==> config.mk <==
export PLATFORM = sky130hd
export DESIGN_NAME = header_sync_checksum_frame_receiver_unit
export DESIGN_NICKNAME = d
export VERILOG_FILES = /design/src/hscfr_pkg.sv /design/src/hscfr_front.sv /design/src/hscfr_back.sv /design/src/header_sync_checksum_frame_receiver_unit.sv
export SDC_FILE = /design/constraint.sdc
export NUM_CORES = 1
export LEC_CHECK = 0
export ABC_CLOCK_PERIOD_IN_PS = 9400
export BUFFER_PORTS_ARGS = -buffer_cell sky130_fd_sc_hd__buf_2
export CAP_MARGIN = 25
export CORE_MARGIN = 5
export CORE_UTILIZATION = 45
export DETAILED_ROUTE_END_ITERATION = 10
export SETUP_SLACK_MARGIN = 0.4
export SYNTH_ARGS = -nofsm -noshare
export SYNTH_HDL_FRONTEND = slang
export SYNTH_SLANG_ARGS = --single-unit
==> constraint.sdc <==
create_clock -name clk -period 9.4 [get_ports clk]
set_input_delay 1.88 -clock clk [delete_from_list [all_inputs] [get_ports clk]]
set_output_delay 1.88 -clock clk [all_outputs]
set_load 0.01 [all_outputs]
==> src/hscfr_pkg.sv <==
// Shared constants and types for the header-sync checksum frame receiver.
`timescale 1ns / 1ps

package hscfr_pkg;

  localparam int FRAME_LEN = 16;
  localparam int BYTE_W    = 8;
  localparam int IDX_W     = 6;
  localparam int CNT_W     = $clog2(FRAME_LEN);
  localparam int ADDR_W    = CNT_W + 1;
  localparam int MEM_DEPTH = 2 ** ADDR_W;

  localparam logic [BYTE_W-1:0] SYNC_RESET = 8'hDD;
  localparam logic [CNT_W-1:0]  LAST_IDX   = CNT_W'(FRAME_LEN - 1);
  localparam logic [1:0]        BANKS_ALL  = 2'd2;

  // Buffer write from the front end, with the frame-passed mark
  typedef struct packed {
    logic              we;
    logic [ADDR_W-1:0] addr;
    logic [BYTE_W-1:0] data;
    logic              pass;
  } wr_t;

  // Buffer status back to the front end
  typedef struct packed {
    logic banks_full;
  } st_t;

endpackage

==> src/hscfr_front.sv <==
// Front end: header hunt, byte collection, checksum and buffer writes.
`timescale 1ns / 1ps

module hscfr_front (
  input  logic                       clk,
  input  logic                       rst,
  input  logic                       push,
  input  logic [hscfr_pkg::BYTE_W-1:0] rx_byte,
  input  logic                       cfg_we,
  input  logic [hscfr_pkg::BYTE_W-1:0] cfg_wdata,
  input  hscfr_pkg::st_t             st,
  output logic                       full,
  output hscfr_pkg::wr_t             wr
);
  import hscfr_pkg::*;

  typedef enum logic [1:0] {
    HUNT    = 2'b01,
    COLLECT = 2'b10
  } state_t;

  state_t            state, state_next;
  logic [CNT_W-1:0]  byte_count, byte_count_next;
  logic [BYTE_W-1:0] running_sum, running_sum_next;
  logic              wr_bank, wr_bank_next;
  logic [BYTE_W-1:0] sync_byte;
  logic              accept;

  // stall while both frame banks wait to drain
  assign full   = st.banks_full;
  assign accept = push & ~full;

  // next-state and buffer write
  always_comb begin
    state_next       = state;
    byte_count_next  = byte_count;
    running_sum_next = running_sum;
    wr_bank_next     = wr_bank;
    wr.we            = 1'b0;
    wr.pass          = 1'b0;
    wr.addr          = {wr_bank, byte_count};
    wr.data          = rx_byte;
    if (accept) begin
      unique case (state)
        HUNT: begin
          if (rx_byte == sync_byte) begin
            wr.we            = 1'b1;
            running_sum_next = rx_byte;
            byte_count_next  = CNT_W'(1);
            state_next       = COLLECT;
          end
        end
        COLLECT: begin
          wr.we = 1'b1;
          if (byte_count != LAST_IDX) begin
            running_sum_next = running_sum + rx_byte;
            byte_count_next  = byte_count + CNT_W'(1);
          end else begin
            // checksum word: frame passes only on a match
            wr.pass          = (running_sum == rx_byte);
            wr_bank_next     = wr_bank ^ (running_sum == rx_byte);
            byte_count_next  = '0;
            running_sum_next = '0;
            state_next       = HUNT;
          end
        end
        default: begin
          state_next = HUNT;
        end
      endcase
    end
  end

  // state registers and sync register
  always_ff @(posedge clk) begin
    if (rst) begin
      state       <= HUNT;
      byte_count  <= '0;
      running_sum <= '0;
      wr_bank     <= 1'b0;
      sync_byte   <= SYNC_RESET;
    end else begin
      state       <= state_next;
      byte_count  <= byte_count_next;
      running_sum <= running_sum_next;
      wr_bank     <= wr_bank_next;
      if (cfg_we) begin
        sync_byte <= cfg_wdata;
      end
    end
  end

  // a passed frame always ends on the last position of its bank
  a_pass_at_end: assert property (@(posedge clk) disable iff (rst)
    wr.pass |-> (wr.we && byte_count == LAST_IDX && state == COLLECT))
    else $error("frame pass outside final word");

endmodule

==> src/hscfr_back.sv <==
// Back end: two-bank frame buffer, drain sequencer and output queue.
`timescale 1ns / 1ps

module hscfr_back (
  input  logic                         clk,
  input  logic                         rst,
  input  hscfr_pkg::wr_t               wr,
  output hscfr_pkg::st_t               st,
  input  logic                         pop,
  output logic                         empty,
  output logic [hscfr_pkg::BYTE_W-1:0] frame_byte,
  output logic [hscfr_pkg::IDX_W-1:0]  byte_index,
  output logic                         frame_last
);
  import hscfr_pkg::*;

  logic [BYTE_W-1:0] mem [MEM_DEPTH];
  logic [BYTE_W-1:0] mem_q;

  logic [1:0]        pending, pending_next;
  logic              rd_bank;
  logic [CNT_W-1:0]  rd_idx;
  logic              issue, rd_done;

  logic              infl_valid;
  logic [CNT_W-1:0]  infl_idx;
  logic              infl_last;

  logic [BYTE_W-1:0] q_data [2];
  logic [CNT_W-1:0]  q_idx  [2];
  logic              q_last [2];
  logic              q_wr_ptr, q_rd_ptr;
  logic [1:0]        q_cnt;
  logic              pop_ok;
  logic [2:0]        q_load;

  // frame-level bookkeeping
  assign st.banks_full = (pending == BANKS_ALL);
  assign pop_ok        = pop & (q_cnt != 2'd0);
  assign q_load        = {1'b0, q_cnt} + {2'b0, infl_valid} - {2'b0, pop_ok};
  assign issue         = (pending != 2'd0) && (q_load < 3'd2);
  assign rd_done       = issue && (rd_idx == LAST_IDX);
  assign pending_next  = pending + {1'b0, wr.pass} - {1'b0, rd_done};

  // frame buffer, one write and one registered read per cycle
  always_ff @(posedge clk) begin
    if (wr.we) begin
      mem[wr.addr] <= wr.data;
    end
    if (issue) begin
      mem_q <= mem[{rd_bank, rd_idx}];
    end
  end

  // drain sequencer
  always_ff @(posedge clk) begin
    if (rst) begin
      pending    <= '0;
      rd_bank    <= 1'b0;
      rd_idx     <= '0;
      infl_valid <= 1'b0;
    end else begin
      pending    <= pending_next;
      infl_valid <= issue;
      if (issue) begin
        rd_idx <= rd_done ? '0 : rd_idx + CNT_W'(1);
        if (rd_done) begin
          rd_bank <= ~rd_bank;
        end
      end
    end
  end

  // tags travel with the read data
  always_ff @(posedge clk) begin
    if (issue) begin
      infl_idx  <= rd_idx;
      infl_last <= rd_done;
    end
  end

  // two-entry output queue
  always_ff @(posedge clk) begin
    if (rst) begin
      q_wr_ptr <= 1'b0;
      q_rd_ptr <= 1'b0;
      q_cnt    <= '0;
    end else begin
      if (infl_valid) begin
        q_wr_ptr <= ~q_wr_ptr;
      end
      if (pop_ok) begin
        q_rd_ptr <= ~q_rd_ptr;
      end
      q_cnt <= q_load[1:0];
    end
  end

  always_ff @(posedge clk) begin
    if (infl_valid) begin
      q_data[q_wr_ptr] <= mem_q;
      q_idx[q_wr_ptr]  <= infl_idx;
      q_last[q_wr_ptr] <= infl_last;
    end
  end

  assign empty      = (q_cnt == 2'd0);
  assign frame_byte = q_data[q_rd_ptr];
  assign byte_index = IDX_W'(q_idx[q_rd_ptr]);
  assign frame_last = q_last[q_rd_ptr];

  a_pending_range: assert property (@(posedge clk) disable iff (rst)
    pending != 2'd3)
    else $error("more frames pending than banks");

  a_queue_range: assert property (@(posedge clk) disable iff (rst)
    q_cnt != 2'd3)
    else $error("output queue overflow");

  a_no_write_when_full: assert property (@(posedge clk) disable iff (rst)
    st.banks_full |-> !wr.we)
    else $error("write into a bank still waiting to drain");

  a_last_wraps_bank: assert property (@(posedge clk) disable iff (rst)
    rd_done |=> (rd_idx == '0 && rd_bank != $past(rd_bank)))
    else $error("drain did not move to the next bank");

endmodule

==> src/header_sync_checksum_frame_receiver_unit.sv <==
// Top level of the header-sync checksum frame receiver.
// Input: one word per cycle; full rises only while two passed frames still wait to drain.
// Output: a passed frame is counted pending, then read through the buffer read register into the output queue.
// Drain: FRAME_LEN words at one per cycle while the output queue has room, set by the single buffer read port.
// Reset (rst, synchronous): hunting, queues empty, sync byte back to 0xDD.
// The frame buffer holds no reset; every entry is written before it is read.
`timescale 1ns / 1ps

module header_sync_checksum_frame_receiver_unit (
  input  logic                         clk,
  input  logic                         rst,
  input  logic                         push,
  output logic                         full,
  input  logic [hscfr_pkg::BYTE_W-1:0] rx_byte,
  input  logic                         cfg_we,
  input  logic [hscfr_pkg::BYTE_W-1:0] cfg_wdata,
  output logic                         empty,
  input  logic                         pop,
  output logic [hscfr_pkg::BYTE_W-1:0] frame_byte,
  output logic [hscfr_pkg::IDX_W-1:0]  byte_index,
  output logic                         frame_last
);
  import hscfr_pkg::*;

  wr_t wr;
  st_t st;

  hscfr_front u_front (
    .clk       (clk),
    .rst       (rst),
    .push      (push),
    .rx_byte   (rx_byte),
    .cfg_we    (cfg_we),
    .cfg_wdata (cfg_wdata),
    .st        (st),
    .full      (full),
    .wr        (wr)
  );

  hscfr_back u_back (
    .clk        (clk),
    .rst        (rst),
    .wr         (wr),
    .st         (st),
    .pop        (pop),
    .empty      (empty),
    .frame_byte (frame_byte),
    .byte_index (byte_index),
    .frame_last (frame_last)
  );

endmodule
### After elaboration in Yosys (flattened, before gate mapping)

Memories as Yosys holds them, arrays and structs flattened. A register that Yosys moved wholly into a read port is not among the register bits.
Index checks and enable logic that the tools add are counted.

| word-level totals | value |
|---|---|
| register bits | 40 |
| RAM bits | 282 |
| bits of input ports | 21 |
| output and inout bits | 17 |
| word-level logic and storage cells | 79 |
| memories | 4 |

Memory list:

| memory | depth | width | rd ports | clocked after memory_dff | wr ports | RTL line | RTL |
|---|---|---|---|---|---|---|---|
| u_back.mem | 32 | 8 | 1 | 1 | 1 | hscfr_back.sv:17 | `logic [BYTE_W-1:0] mem [MEM_DEPTH];` |
| u_back.q_data | 2 | 8 | 1 | 1 | 1 | hscfr_back.sv:29 | `logic [BYTE_W-1:0] q_data [2];` |
| u_back.q_idx | 2 | 4 | 1 | 1 | 1 | hscfr_back.sv:30 | `logic [CNT_W-1:0] q_idx [2];` |
| u_back.q_last | 2 | 1 | 1 | 1 | 1 | hscfr_back.sv:31 | `logic q_last [2];` |

| cells by class | value |
|---|---|
| add/subtract/negate cells | 7 |
| order comparisons | 1 |
| eq/ne operators | 9 |
| multiplexer cells | 26 |
| bitwise logic cells | 8 |
| reduce and logical (&&, ||, !) cells | 10 |

Operator list:

| cell | number |
|---|---|
| $eq 8x8->1 | 2 |
| $mux 8 | 2 |
| $pmux 8 s2 | 1 |
| $mux 1 | 15 |
| $mux 4 | 3 |
| $reduce_and 3->1 | 3 |
| $add 4x1->4 const B | 2 |
| $add 8x8->8 | 1 |
| $pmux 4 s2 | 1 |
| $reduce_bool 2->1 | 3 |
| $not 1->1 | 5 |
| $eq 2x2->1 const B | 2 |
| $eq 4x4->1 const B | 1 |
| $mux 2 | 2 |
| $ne 4x4->1 const B | 1 |
| $pmux 2 s2 | 1 |
| $add 2x1->3 | 1 |
| $lt 3x2->1 const B | 1 |
| $sub 3x1->3 | 1 |
| $add 2x1->2 | 1 |
| $and 1x1->1 | 2 |
| $eq 2x1->1 const B | 1 |
| $logic_and 1x1->1 | 2 |
| $logic_not 2->1 | 1 |
| other kinds (6) | 6 |

### Logic depth before layout (Yosys ltp)

Gate-level depths: netlist of run 1.

| logic depth | value |
|---|---|
| word-level depth | 7 |
| depth in mapped cells | 14 |
| gate-level depth less buffers | 14 |

### Modules after synthesis

From an unflattened synthesis of run 1, not the netlist that was laid out.

| second synthesis, totals | value |
|---|---|
| cells, all modules | 771 |
| area, all modules | 13,446.6 um2 |

Modules (own cells, without submodules):

| module | instances | cells an instance | area an instance (um2) | seq. area each (um2) |
|---|---|---|---|---|
| hscfr_back | 1 | 588 | 11,850.1 | 9,118.7 |
| hscfr_front | 1 | 183 | 1,596.5 | 460.4 |

### Least setup slack after synthesis of run 1

No wires, ideal clock.

| path | value |
|---|---|
| kind | input -> register |
| from | in pop |
| to | reg u_back.pending[1] |
| setup time | 0.128 ns |
| data arrival time | 4.221 ns |
| data required time | 9.272 ns |
| setup slack | 5.051 ns |
| stages | 13 |
| path buffers | 0 |
| cells stage by stage | nor2b_1 ha_1 inv_1 ha_1 inv_1 fa_1 o21ai_0 nor4b_4 xor2_1 ha_1 xnor2_1 xnor2_1 nor2_1 |

| on the way | value |
|---|---|
| longest elaborated chain between the ends | 6 |

RTL lines:

| what | RTL line | RTL |
|---|---|---|
| from (decl) | header_sync_checksum_frame_receiver_unit.sv:18 | `input logic pop,` |
| $and 1x1->1 | hscfr_back.sv:39 | `assign pop_ok = pop & (q_cnt != 2'd0);` |
| $sub 3x1->3 | hscfr_back.sv:40 | `assign q_load = {1'b0, q_cnt} + {2'b0, infl_valid} - {2'b0, pop_ok};` |
| $lt 3x2->1 | hscfr_back.sv:41 | `assign issue = (pending != 2'd0) && (q_load < 3'd2);` |
| $logic_and 1x1->1 | hscfr_back.sv:41 |  |
| $logic_and 1x1->1 | hscfr_back.sv:42 | `assign rd_done = issue && (rd_idx == LAST_IDX);` |
| net u_back.rd_done | hscfr_back.sv:23 | `logic issue, rd_done;` |
| $sub 2x1->2 | hscfr_back.sv:43 | `assign pending_next = pending + {1'b0, wr.pass} - {1'b0, rd_done};` |
| to (signal assigned) | hscfr_back.sv:63 | `pending <= pending_next;` |
| to (decl) | hscfr_back.sv:20 | `logic [1:0] pending, pending_next;` |

The timed path passes the listed nets, and every way through them passes these cells.
A chain may end at the register's enable or synchronous reset.

### Final worst setup path of run 1

| path | value |
|---|---|
| from | in rx_byte[6] (netlist bit) |
| to | mem u_back.mem[13][4], enable pin |

| on the way | value |
|---|---|
| longest elaborated chain between the ends | 6 |

RTL lines:

| what | RTL line | RTL |
|---|---|---|
| from (decl) | header_sync_checksum_frame_receiver_unit.sv:14 | `input logic [hscfr_pkg::BYTE_W-1:0] rx_byte,` |
| $eq 8x8->1 | hscfr_front.sv:46 | `if (rx_byte == sync_byte) begin` |
| $mux 1 | hscfr_front.sv:46 |  |
| $pmux 1 s2 | hscfr_front.sv:44 | `unique case (state)` |
| $mux 1 | hscfr_front.sv:43 | `if (accept) begin` |
| $mux 1 | hscfr_back.sv:47 | `if (wr.we) begin` |
| $mux 1 (implied by the code) | hscfr_back.sv:48 | `mem[wr.addr] <= wr.data;` |
| to (decl) | hscfr_back.sv:17 |  |

No other way between the ends.

==> flow_metrics.env, run 1 <==
export IMPL_detail_route_vias_per_cell=5.66
export IMPL_post_cts_hold_buffer_count=0
export IMPL_post_dp_hpwl_um=18200
export IMPL_core_footprint_um2=29600
export IMPL_met2_wirelength_from_detailed_routing_um=14400
export IMPL_final_period_utilization=0.494
export IMPL_most_frequent_cells_in_the_layout="sky130_fd_sc_hd__edfxtp_1, sky130_fd_sc_hd__mux2i_1, sky130_fd_sc_hd__nor2_1, sky130_fd_sc_hd__clkbuf_16, sky130_fd_sc_hd__buf_2"
export IMPL_wl_met1_um=12400
export IMPL_synth_top_cell_by_area="sky130_fd_sc_hd__edfxtp_1"
export IMPL_grt_util_all_layers=0.171
export IMPL_synthesis_instances=810
export IMPL_cts_root_buf="sky130_fd_sc_hd__clkbuf_16"
export IMPL_rsz0062_at_grt="no"
export IMPL_timing_max_transition_violations_final=0
export IMPL_postSynthRegisterBits=331
export IMPL_worst_ep_required_time_ns=9.52
export IMPL_cts_htree_levels=2
export IMPL_syn_avg_cell_area_um2=16.7
export IMPL_fillerInstances=2431
export IMPL_die_area_um2=33600
export IMPL_whs_ns=0.450
export IMPL_regToRegEndpoint="u_back.pending[1]"
export IMPL_worst_slew_pin_slew_ns=1.01
export IMPL_cts_sink_count=331
export IMPL_grt_pass1_vias=7384
export IMPL_cts_tree="done"
export IMPL_period_minus_ws_final_ns=4.64
export IMPL_worstSetupPathType="in -> reg"
export IMPL_die_height_um=183
export IMPL_num_nets_final=898
export IMPL_timing_critical_path_cells="buf_2, xnor2_1, nand4_1, o21ai_0, nand3_1, nor3_1"
export IMPL_vdd_ir_drop_worst_v=0.000147
export IMPL_dieWidth_um=183
export IMPL_port_buffers=35
export IMPL_layout_area_overhead_vs_synth_pct=12.8
export IMPL_initial_utilization=0.456
export IMPL_tritoncts_buffers=36
export IMPL_cp_start_kind="input pin"
export IMPL_worst_skew_pair_late_latency_ns=0.52
export IMPL_hold_end="u_back.q_idx[1][0]"
export IMPL_worst_r2r_setup_slack_ns=5.98
export IMPL_post_layout_total_power_uw=3140
export IMPL_post_route_cells_drive_above_1_share=0.179
export IMPL_route_vias_total=7206
export IMPL_globalplace_congestion=0.827
export IMPL_upper_clock_frequency_limit_mhz=215
export IMPL_yosysWarnings=0
export IMPL_crit_slowest_cell="sky130_fd_sc_hd__nor3_1"
export IMPL_grt_max_degree=56
export IMPL_cp_buffers_inverters=1
export IMPL_final_common_cell="sky130_fd_sc_hd__edfxtp_1"
export IMPL_pre_antenna_drt_iters=5
export IMPL_worst_path_stages=6
export IMPL_run_status="finished clean"
export IMPL_post_cts_resized_instances=0
export IMPL_finalSetupViolations=0
export IMPL_asr_flop_ratio_synth=0
export IMPL_totalNegativeSetupSlack_ns=0
export IMPL_route_antenna_remaining_nets=0
export IMPL_worstHoldPathType="reg -> reg"
export IMPL_routed_top_layer="met4"
export IMPL_kind_of_end_point_of_the_critical_path="flop"
export IMPL_power_leakage_uw=0.00485
export IMPL_seq_area_frac_synth=0.709
export IMPL_cts_max_path_buffers=3
export IMPL_holdCritStartpoint="u_back.infl_idx[0]"
export IMPL_routed_wl_met3_um=1680
export IMPL_grt_antenna_before_repair=0
export IMPL_synth_top_cells_by_area="sky130_fd_sc_hd__edfxtp_1, sky130_fd_sc_hd__mux2i_1, sky130_fd_sc_hd__dfxtp_1"
export IMPL_io_pins=38
export IMPL_antenna_cells_inserted=0
export IMPL_cpPeakStageDelay_ns=0.94
export IMPL_max_cap_violations=0
export IMPL_num_rows=63
export IMPL_finalClockSkew_ns=0.0245
export IMPL_synth_enable_flop_cells=295
export IMPL_critical_path_top_delay_family="simple AND/OR/NAND/NOR gates"
export IMPL_drtIter0Drc=512
export IMPL_syn_cell_area_um2=13500
export IMPL_wirelength_um=28900
export IMPL_power_per_cell_area_nw_per_um2=206
export IMPL_worst_r2r_path_depth=9
export IMPL_drcViolationCount=0
export IMPL_hold_path_cell_count=0
export IMPL_netlist_cell_type_count=53
export IMPL_wire_length_of_the_first_global_routing_pass_um=44100
export IMPL_crit_reg2reg_launch="u_back.rd_idx[1]"
export IMPL_synth_flop_cell="sky130_fd_sc_hd__edfxtp_1"
export IMPL_max_slew_margin_rel=0.323
export IMPL_yosys_area_top_type_share=0.656
export IMPL_cts_post_setup_buffers_inserted=0
export IMPL_globalRoute_totalOverflow=0
export IMPL_critPathMaxFanout=35
export IMPL_arrival_ns=4.76
export IMPL_timing_final_hold_violations=0
export IMPL_routed_wire_length_per_instance_um=22.7
export IMPL_clk_transition_reported_paths_ns=0.05
-- layout make-up --
class	instances	area, um^2	share of cell area
Sequential cell	331	9580	0.629
Timing Repair Buffer	50	285	0.0187
Inverter	14	52.6	0.00345
Clock buffer	41	920	0.0604
Multi-Input combinational cell	425	3680	0.242
Tap cell	390	488	0.0320
Clock inverter	23	228	0.0149
-- Yosys cell counts, drive strengths merged, types with 4 or more instances --
cell type    n
a211o        9
a211oi       6
a21oi       26
a22o        16
a22oi        8
a311oi       4
a31oi       11
and3         6
buf         29
clkbuf      12
dfxtp       36
edfxtp     295
ha          17
inv         14
mux2        13
mux2i       84
mux4        32
nand2       24
nand2b       4
nand3        7
nor2        50
nor2b       18
nor3        14
nor4         7
o21ai        8
o221ai       8
xnor2       19
-- through the flow --
step           area (um^2)   util  cells  setup WS, ns
4_1_cts              15200  0.513   1271          4.72
3_5_place_dp         14100  0.475   1207          4.21
2_1_floorplan        13500      -    811          5.05
5_1_grt              15200  0.514   1274          4.41
6_report             15200  0.514   1274          4.76
3_3_place_gp         14100  0.474   1206          4.33
-- worst reg2reg max path: cells and delay by family, from the launching register on --
kind | cells | cell delay [ns]
xor+xnor | 3 | 0.46
fa+ha+maj | 2 | 0.54
buf+inv | 2 | 0.88
flops | 1 | 0.84
simple gates | 2 | 0.57
-- registers in the layout, summed over array words and instances (netlist names), named ones only --
name,cells
u_back.mem_q,8
u_back.q_cnt,2
u_back.infl_valid,1
u_front.state,2
u_back.mem,256
u_back.q_rd_ptr,1
u_front.sync_byte,8
u_back.infl_idx,4
u_back.pending,2
u_back.q_wr_ptr,1
u_back.infl_last,1
u_front.running_sum,8
u_back.q_data,16
u_front.byte_count,4
u_front.wr_bank,1
u_back.q_last,2
u_back.q_idx,8
u_back.rd_bank,1
u_back.rd_idx,4
-- worst max path at each step --
stage	startpoint	end
floorplan	pop	u_back.pending[1]
global placement	rx_byte[2]	u_back.mem[13][4]
detailed placement	rx_byte[2]	u_back.mem[13][1]
CTS	rx_byte[2]	u_back.mem[13][3]
global route	rx_byte[4]	u_back.mem[13][3]
finish	rx_byte[6]	u_back.mem[13][4]
-- cells by family (layout without fill, tap and decap cells) --
kind of cell | count (synthesis) | after routing | share of synthesized area
fa+ha+maj | 19 | 19 | 0.0187
buf+inv | 55 | 128 | 0.0187
other cells | 1 | 2 | 0.000278
xor+xnor | 22 | 22 | 0.0143
flops | 331 | 331 | 0.709
simple gates | 144 | 144 | 0.0541
compound gates | 109 | 109 | 0.0580
mux | 129 | 129 | 0.126
-- report_power, final --
group	leakage [uW]	internal [uW]	switching, uW
Combinational	0.00132	60.5	89.8
Sequential	0.00297	1610	15.9
Clock	0.000561	816	545
Total	0.00485	2490	651
-- per-layer routing --
layer | vias up | GRT usage
met5 | - | 0
met4 | 0 | 0.0367
met3 | 35 | 0.0339
met2 | 211 | 0.286
met1 | 3677 | 0.236
li1 | 3283 | -
Power figures use the tool's default switching activity.
==> run 2: changes to the inputs <==
--- a/config.mk
+++ b/config.mk
@@ -5,7 +5,7 @@
 export SDC_FILE = /design/constraint.sdc
 export NUM_CORES = 1
 export LEC_CHECK = 0
-export ABC_CLOCK_PERIOD_IN_PS = 9400
+export ABC_CLOCK_PERIOD_IN_PS = 3740
 export BUFFER_PORTS_ARGS = -buffer_cell sky130_fd_sc_hd__buf_2
 export CAP_MARGIN = 25
 export CORE_MARGIN = 5
==> constraint.sdc (replaced) <==
create_clock -name clk -period 3.74 [get_ports clk]
set_input_delay 0.748 -clock clk [delete_from_list [all_inputs] [get_ports clk]]
set_output_delay 0.748 -clock clk [all_outputs]
set_load 0.01 [all_outputs]
==> flow_metrics.env, run 2 (synthesis results as in run 1) <==
export IMPL_worst_skew_pair_late_latency_ns=0.52
export IMPL_power_per_cell_area_nw_per_um2=500
export IMPL_wirelength_um=30000
export IMPL_upper_clock_frequency_limit_mhz=333
export IMPL_cts_root_buf="sky130_fd_sc_hd__clkbuf_16"
export IMPL_cts_max_path_buffers=3
export IMPL_initial_utilization=0.456
export IMPL_crit_slowest_cell="sky130_fd_sc_hd__fa_1"
export IMPL_num_rows=63
export IMPL_die_area_um2=33600
export IMPL_cp_start_kind="flop"
export IMPL_clk_transition_reported_paths_ns=0.06
export IMPL_cts_tree="done"
export IMPL_finalSetupViolations=0
export IMPL_switching_share=0.210
export IMPL_kind_of_end_point_of_the_critical_path="flop"
export IMPL_core_footprint_um2=29600
export IMPL_detail_route_vias_per_cell=5.64
export IMPL_cts_htree_levels=2
export IMPL_clock_power_share=0.423
export IMPL_antenna_cells_inserted=0
export IMPL_route_vias_total=7406
export IMPL_die_height_um=183
export IMPL_final_common_cell="sky130_fd_sc_hd__edfxtp_1"
export IMPL_fillerInstances=2451
export IMPL_biggest_register="u_back.mem"
export IMPL_max_cap_violations=0
export IMPL_final_period_utilization=0.803
export IMPL_worst_slew_pin_slew_ns=0.746
export IMPL_layout_area_overhead_vs_synth_pct=14.7
export IMPL_period_minus_ws_final_ns=3.00
export IMPL_grt_util_all_layers=0.179
export IMPL_post_dp_hpwl_um=19400
export IMPL_post_cts_hold_buffer_count=0
export IMPL_placed_cells_incl_taps=1250
export IMPL_share_comb_of_total_power=0.049
export IMPL_worstSetupPathType="reg -> reg"
export IMPL_arrival_ns=3.36
export IMPL_power_report_internal_total_uw=6120
export IMPL_largestRegisters="u_back.mem: 256 flops, u_back.q_data: 16 flops"
export IMPL_pre_antenna_drt_iters=5
export IMPL_flop_pwr_share=0.528
export IMPL_largest_register_ff_count=256
export IMPL_drcViolationCount=0
export IMPL_num_nets_final=938
export IMPL_worstHoldPathType="reg -> reg"
export IMPL_dieWidth_um=183
export IMPL_grt_antenna_before_repair=2
export IMPL_globalplace_congestion=0.822
export IMPL_grt_max_degree=40
export IMPL_p_switching_uw=1630
export IMPL_cts_sink_count=331
export IMPL_drtIter0Drc=591
export IMPL_post_route_cells_drive_above_1_share=0.209
export IMPL_route_antenna_remaining_nets=0
export IMPL_cp_buffers_inverters=2
export IMPL_run_status="finished clean"
export IMPL_globalRoute_totalOverflow=0
export IMPL_worst_ep_required_time_ns=4.10
export IMPL_finalClockSkew_ns=0.0231
export IMPL_instances_no_fill=1314
export IMPL_routed_wire_length_per_instance_um=22.8
export IMPL_critPathMaxFanout=3
export IMPL_timing_critical_path_cells="nor2_1, nor2b_1, ha_1, inv_1, ha_1, inv_1, fa_1, o21ai_0, nor4b_4, xor2_1, ha_1, xnor2_1, xnor2_1, nor2_1"
export IMPL_cpPeakStageDelay_ns=0.52
export IMPL_grt_pass1_vias=7691
export IMPL_io_pins=38
export IMPL_rsz0062_at_grt="no"
export IMPL_power_leakage_uw=0.00503
export IMPL_most_frequent_cells_in_the_layout="sky130_fd_sc_hd__edfxtp_1, sky130_fd_sc_hd__mux2i_1, sky130_fd_sc_hd__buf_4, sky130_fd_sc_hd__nor2_1, sky130_fd_sc_hd__clkbuf_16"
export IMPL_vdd_ir_drop_worst_v=0.000312
export IMPL_timing_max_transition_violations_final=0
export IMPL_path_common_cell="sky130_fd_sc_hd__ha_1"
export IMPL_critical_path_top_delay_family="adder cells"
export IMPL_port_buffers=35
export IMPL_max_slew_margin_rel=0.503
export IMPL_totalNegativeSetupSlack_ns=0
export IMPL_cts_post_setup_buffers_inserted=0
export IMPL_tritoncts_buffers=35
export IMPL_timing_final_hold_violations=0
export IMPL_wire_length_of_the_first_global_routing_pass_um=45700
export IMPL_post_cts_resized_instances=0
[run 2: cell type report]
class	count	area (um^2)	area share
Tap cell	390	488	0.0315
Timing Repair Buffer	91	608	0.0392
Inverter	14	52.6	0.00339
Sequential cell	331	9580	0.619
Multi-Input combinational cell	425	3670	0.237
Clock inverter	18	151	0.00977
Clock buffer	45	935	0.0603
[run 2: path summary, 6_finish.rpt]
check                        from  slack, ns  depth (start not counted)                  end
setup / recovery  u_back.q_cnt[1]       0.74                         14    u_back.pending[1]
hold / removal    u_back.mem_q[1]       0.45                          0  u_back.q_data[0][1]
hold reg to reg   u_back.mem_q[1]       0.45                          0  u_back.q_data[0][1]
setup reg to reg  u_back.q_cnt[1]       0.74                         14    u_back.pending[1]
[run 2: through the flow]
step	instance area [um^2]	utilization	worst slack (ns)	hold WS (ns)	total power [uW]
final	15500	0.523	0.738	0.447	7740
after floorplan	13500	-	0.523	0.421	4400
after detailed placement	14400	0.486	0.388	0.431	4550
after global placement	14400	0.486	0.420	0.427	4530
after global routing	15500	0.523	0.462	0.457	8030
after CTS	15500	0.523	0.709	0.443	7810
[run 2: metal layers]
metal  global-route usage  vias to the layer above  wire length [um]
li1                     -                     3364                 -
met1                0.244                     3769             13000
met2                0.307                      221             15000
met3               0.0298                       50              1470
met4               0.0387                        2               477
met5                    0                        -                13
[run 2: power by group through the flow]
stage	registers, uW	clock network, uW	logic, uW
2_1_floorplan	4150	0	247
3_3_place_gp	4160	0	367
3_5_place_dp	4170	0	381
4_1_cts	4090	3340	383
5_1_grt	4090	3510	425
6_report	4090	3270	382
==> run 3: changes to the inputs <==
--- a/config.mk
+++ b/config.mk
@@ -5,7 +5,7 @@
 export SDC_FILE = /design/constraint.sdc
 export NUM_CORES = 1
 export LEC_CHECK = 0
-export ABC_CLOCK_PERIOD_IN_PS = 3740
+export ABC_CLOCK_PERIOD_IN_PS = 3100
 export BUFFER_PORTS_ARGS = -buffer_cell sky130_fd_sc_hd__buf_2
 export CAP_MARGIN = 25
 export CORE_MARGIN = 5
==> constraint.sdc (replaced) <==
create_clock -name clk -period 3.1 [get_ports clk]
set_input_delay 0.62 -clock clk [delete_from_list [all_inputs] [get_ports clk]]
set_output_delay 0.62 -clock clk [all_outputs]
set_load 0.01 [all_outputs]
==> flow_metrics.env, run 3 (synthesis results as in run 1) <==
export IMPL_most_frequent_cells_in_the_layout="sky130_fd_sc_hd__edfxtp_1, sky130_fd_sc_hd__mux2i_1, sky130_fd_sc_hd__buf_4, sky130_fd_sc_hd__nor2_1, sky130_fd_sc_hd__clkbuf_16"
export IMPL_port_buffers=35
export IMPL_clk_transition_reported_paths_ns=0.06
export IMPL_die_height_um=183
export IMPL_dieWidth_um=183
export IMPL_grt_max_degree=40
export IMPL_die_area_um2=33600
export IMPL_pre_antenna_drt_iters=5
export IMPL_num_nets_final=953
export IMPL_detail_route_vias_per_cell=5.56
export IMPL_max_slew_margin_rel=0.507
export IMPL_post_layout_total_power_uw=9350
export IMPL_routed_wire_length_per_instance_um=22.5
export IMPL_worst_ep_required_time_ns=3.46
export IMPL_post_route_cells_drive_above_1_share=0.240
export IMPL_seq_area_um2=9590
export IMPL_wirelength_um=29900
export IMPL_largest_register_ff_count=256
export IMPL_fillerInstances=2416
export IMPL_initial_utilization=0.456
export IMPL_io_pins=38
export IMPL_rsz0062_at_grt="yes"
export IMPL_globalRoute_totalOverflow=0
export IMPL_timing_critical_path_cells="nor2_4, nor2b_4, ha_4, inv_2, ha_4, inv_2, fa_1, o21ai_2, nor4b_4, xor2_1, ha_2, xnor2_2, xnor2_1, nor2_1"
export IMPL_timing_final_hold_violations=0
export IMPL_post_cts_hold_buffer_count=0
export IMPL_max_cap_violations=0
export IMPL_wire_length_of_the_first_global_routing_pass_um=46300
export IMPL_largestRegisters="u_back.mem: 256 flops, u_back.q_data: 16 flops"
export IMPL_worst_slew_pin_slew_ns=0.739
export IMPL_tritoncts_buffers=34
export IMPL_cts_max_path_buffers=3
export IMPL_grt_pass1_vias=7694
export IMPL_crit_slowest_cell="sky130_fd_sc_hd__fa_1"
export IMPL_globalplace_congestion=0.838
export IMPL_biggest_register="u_back.mem"
export IMPL_antenna_cells_inserted=0
export IMPL_utilization=0.530
export IMPL_cts_root_buf="sky130_fd_sc_hd__clkbuf_16"
export IMPL_finalClockSkew_ns=0.0120
export IMPL_placed_cells_incl_taps=1264
export IMPL_finalSetupViolations=0
export IMPL_grt_antenna_before_repair=0
export IMPL_worstHoldPathType="in -> reg"
export IMPL_vdd_ir_drop_worst_v=0.000391
export IMPL_cp_start_kind="flop"
export IMPL_num_rows=63
export IMPL_grt_util_all_layers=0.181
export IMPL_drcViolationCount=0
export IMPL_drtIter0Drc=658
export IMPL_cpPeakStageDelay_ns=0.54
export IMPL_upper_clock_frequency_limit_mhz=371
export IMPL_core_footprint_um2=29600
export IMPL_cts_sink_count=331
export IMPL_critPathMaxFanout=2
export IMPL_multiInputGateArea_um2=3770
export IMPL_final_period_utilization=0.870
export IMPL_period_minus_ws_final_ns=2.70
export IMPL_cp_buffers_inverters=2
export IMPL_worstSetupPathType="reg -> reg"
export IMPL_arrival_ns=3.05
export IMPL_timing_max_transition_violations_final=0
export IMPL_kind_of_end_point_of_the_critical_path="flop"
export IMPL_instances_no_fill=1327
export IMPL_route_vias_total=7376
export IMPL_cts_htree_levels=2
export IMPL_post_dp_hpwl_um=19700
export IMPL_route_antenna_remaining_nets=0
export IMPL_post_dp_cell_area_um2=14600
export IMPL_worst_skew_pair_late_latency_ns=0.50
export IMPL_power_leakage_uw=0.00506
export IMPL_final_common_cell="sky130_fd_sc_hd__edfxtp_1"
export IMPL_run_status="finished clean"
export IMPL_design_area_um2=15700
export IMPL_cts_tree="done"
export IMPL_power_per_cell_area_nw_per_um2=595
export IMPL_layout_area_overhead_vs_synth_pct=16.3
export IMPL_critical_path_top_delay_family="adder cells"
==> run 3: cell types whose count changed in the layout (fill, tap and decap cells not counted), sizes merged <==
cell / before / now
clkinv: 13 / 10
inv: 16 / 14
clkinvlp: 1 / 3
buf: 91 / 107
==> run 3: worst paths after layout <==
| check | startpoint | endpoint | slack (ns) | depth (start not counted) |
|---|---|---|---|---|
| setup / recovery | u_back.q_cnt[0] | u_back.pending[1] | 0.40 | 14 |
| hold / removal | cfg_wdata[0] | u_front.sync_byte[0] | 0.33 | 2 |
| setup reg to reg | u_back.q_cnt[0] | u_back.pending[1] | 0.40 | 14 |
| hold reg to reg | u_back.infl_idx[3] | u_back.q_idx[0][3] | 0.45 | 0 |
==> run 3: worst reg2reg max path, cell delays in order, from the launching register on <==
cell and delay (ns):
sky130_fd_sc_hd__dfxtp_4 0.37, sky130_fd_sc_hd__nor2_4 0.04, sky130_fd_sc_hd__nor2b_4 0.12, sky130_fd_sc_hd__ha_4 0.21, sky130_fd_sc_hd__inv_2 0.06, sky130_fd_sc_hd__ha_4 0.12
sky130_fd_sc_hd__inv_2 0.03, sky130_fd_sc_hd__fa_1 0.54, sky130_fd_sc_hd__o21ai_2 0.09, sky130_fd_sc_hd__nor4b_4 0.30, sky130_fd_sc_hd__xor2_1 0.18, sky130_fd_sc_hd__ha_2 0.21
sky130_fd_sc_hd__xnor2_2 0.11, sky130_fd_sc_hd__xnor2_1 0.13, sky130_fd_sc_hd__nor2_1 0.05
==> run 3: through the flow <==
step | hold slack [ns] | worst slack [ns] | TNS, ns
2_1_floorplan | 0.421 | 0.162 | 0
3_3_place_gp | 0.431 | 0.0111 | 0
3_5_place_dp | 0.439 | -0.0367 | -0.697
4_1_cts | 0.311 | 0.362 | 0
5_1_grt | 0.317 | 0.225 | 0
6_report | 0.329 | 0.403 | 0
==> run 3: report_power, final <==
part	switching (uW)	internal [uW]	total, uW
registers	56.0	4890	4940
clock network	1580	2290	3870
logic	298	232	530
==> run 3: layout make-up <==
class | instances | area share
clock buffer | 45 | 0.0595
clock inverter | 15 | 0.00797
inverter | 14 | 0.00359
multi-input combinational | 425 | 0.240
sequential | 331 | 0.611
tap | 390 | 0.0311
timing repair buffer | 107 | 0.0472
==> run 3: routing by layer <==
layer,share of wire,routed length [um],up-vias,global-route usage
met5,0,0,-,0
met4,0.033,1000,0,0.0629
met3,0.055,1640,58,0.0270
met2,0.48,14300,259,0.291
met1,0.43,12900,3674,0.254
li1,-,-,3385,-
==> run 3: timing repair <==
item / 4_1_cts / 5_1_grt
gates resized for setup: 5 / 6
buffers inserted: 0 / 2
pin swaps: 3 / 6
setup endpoints to repair: 2 / 69
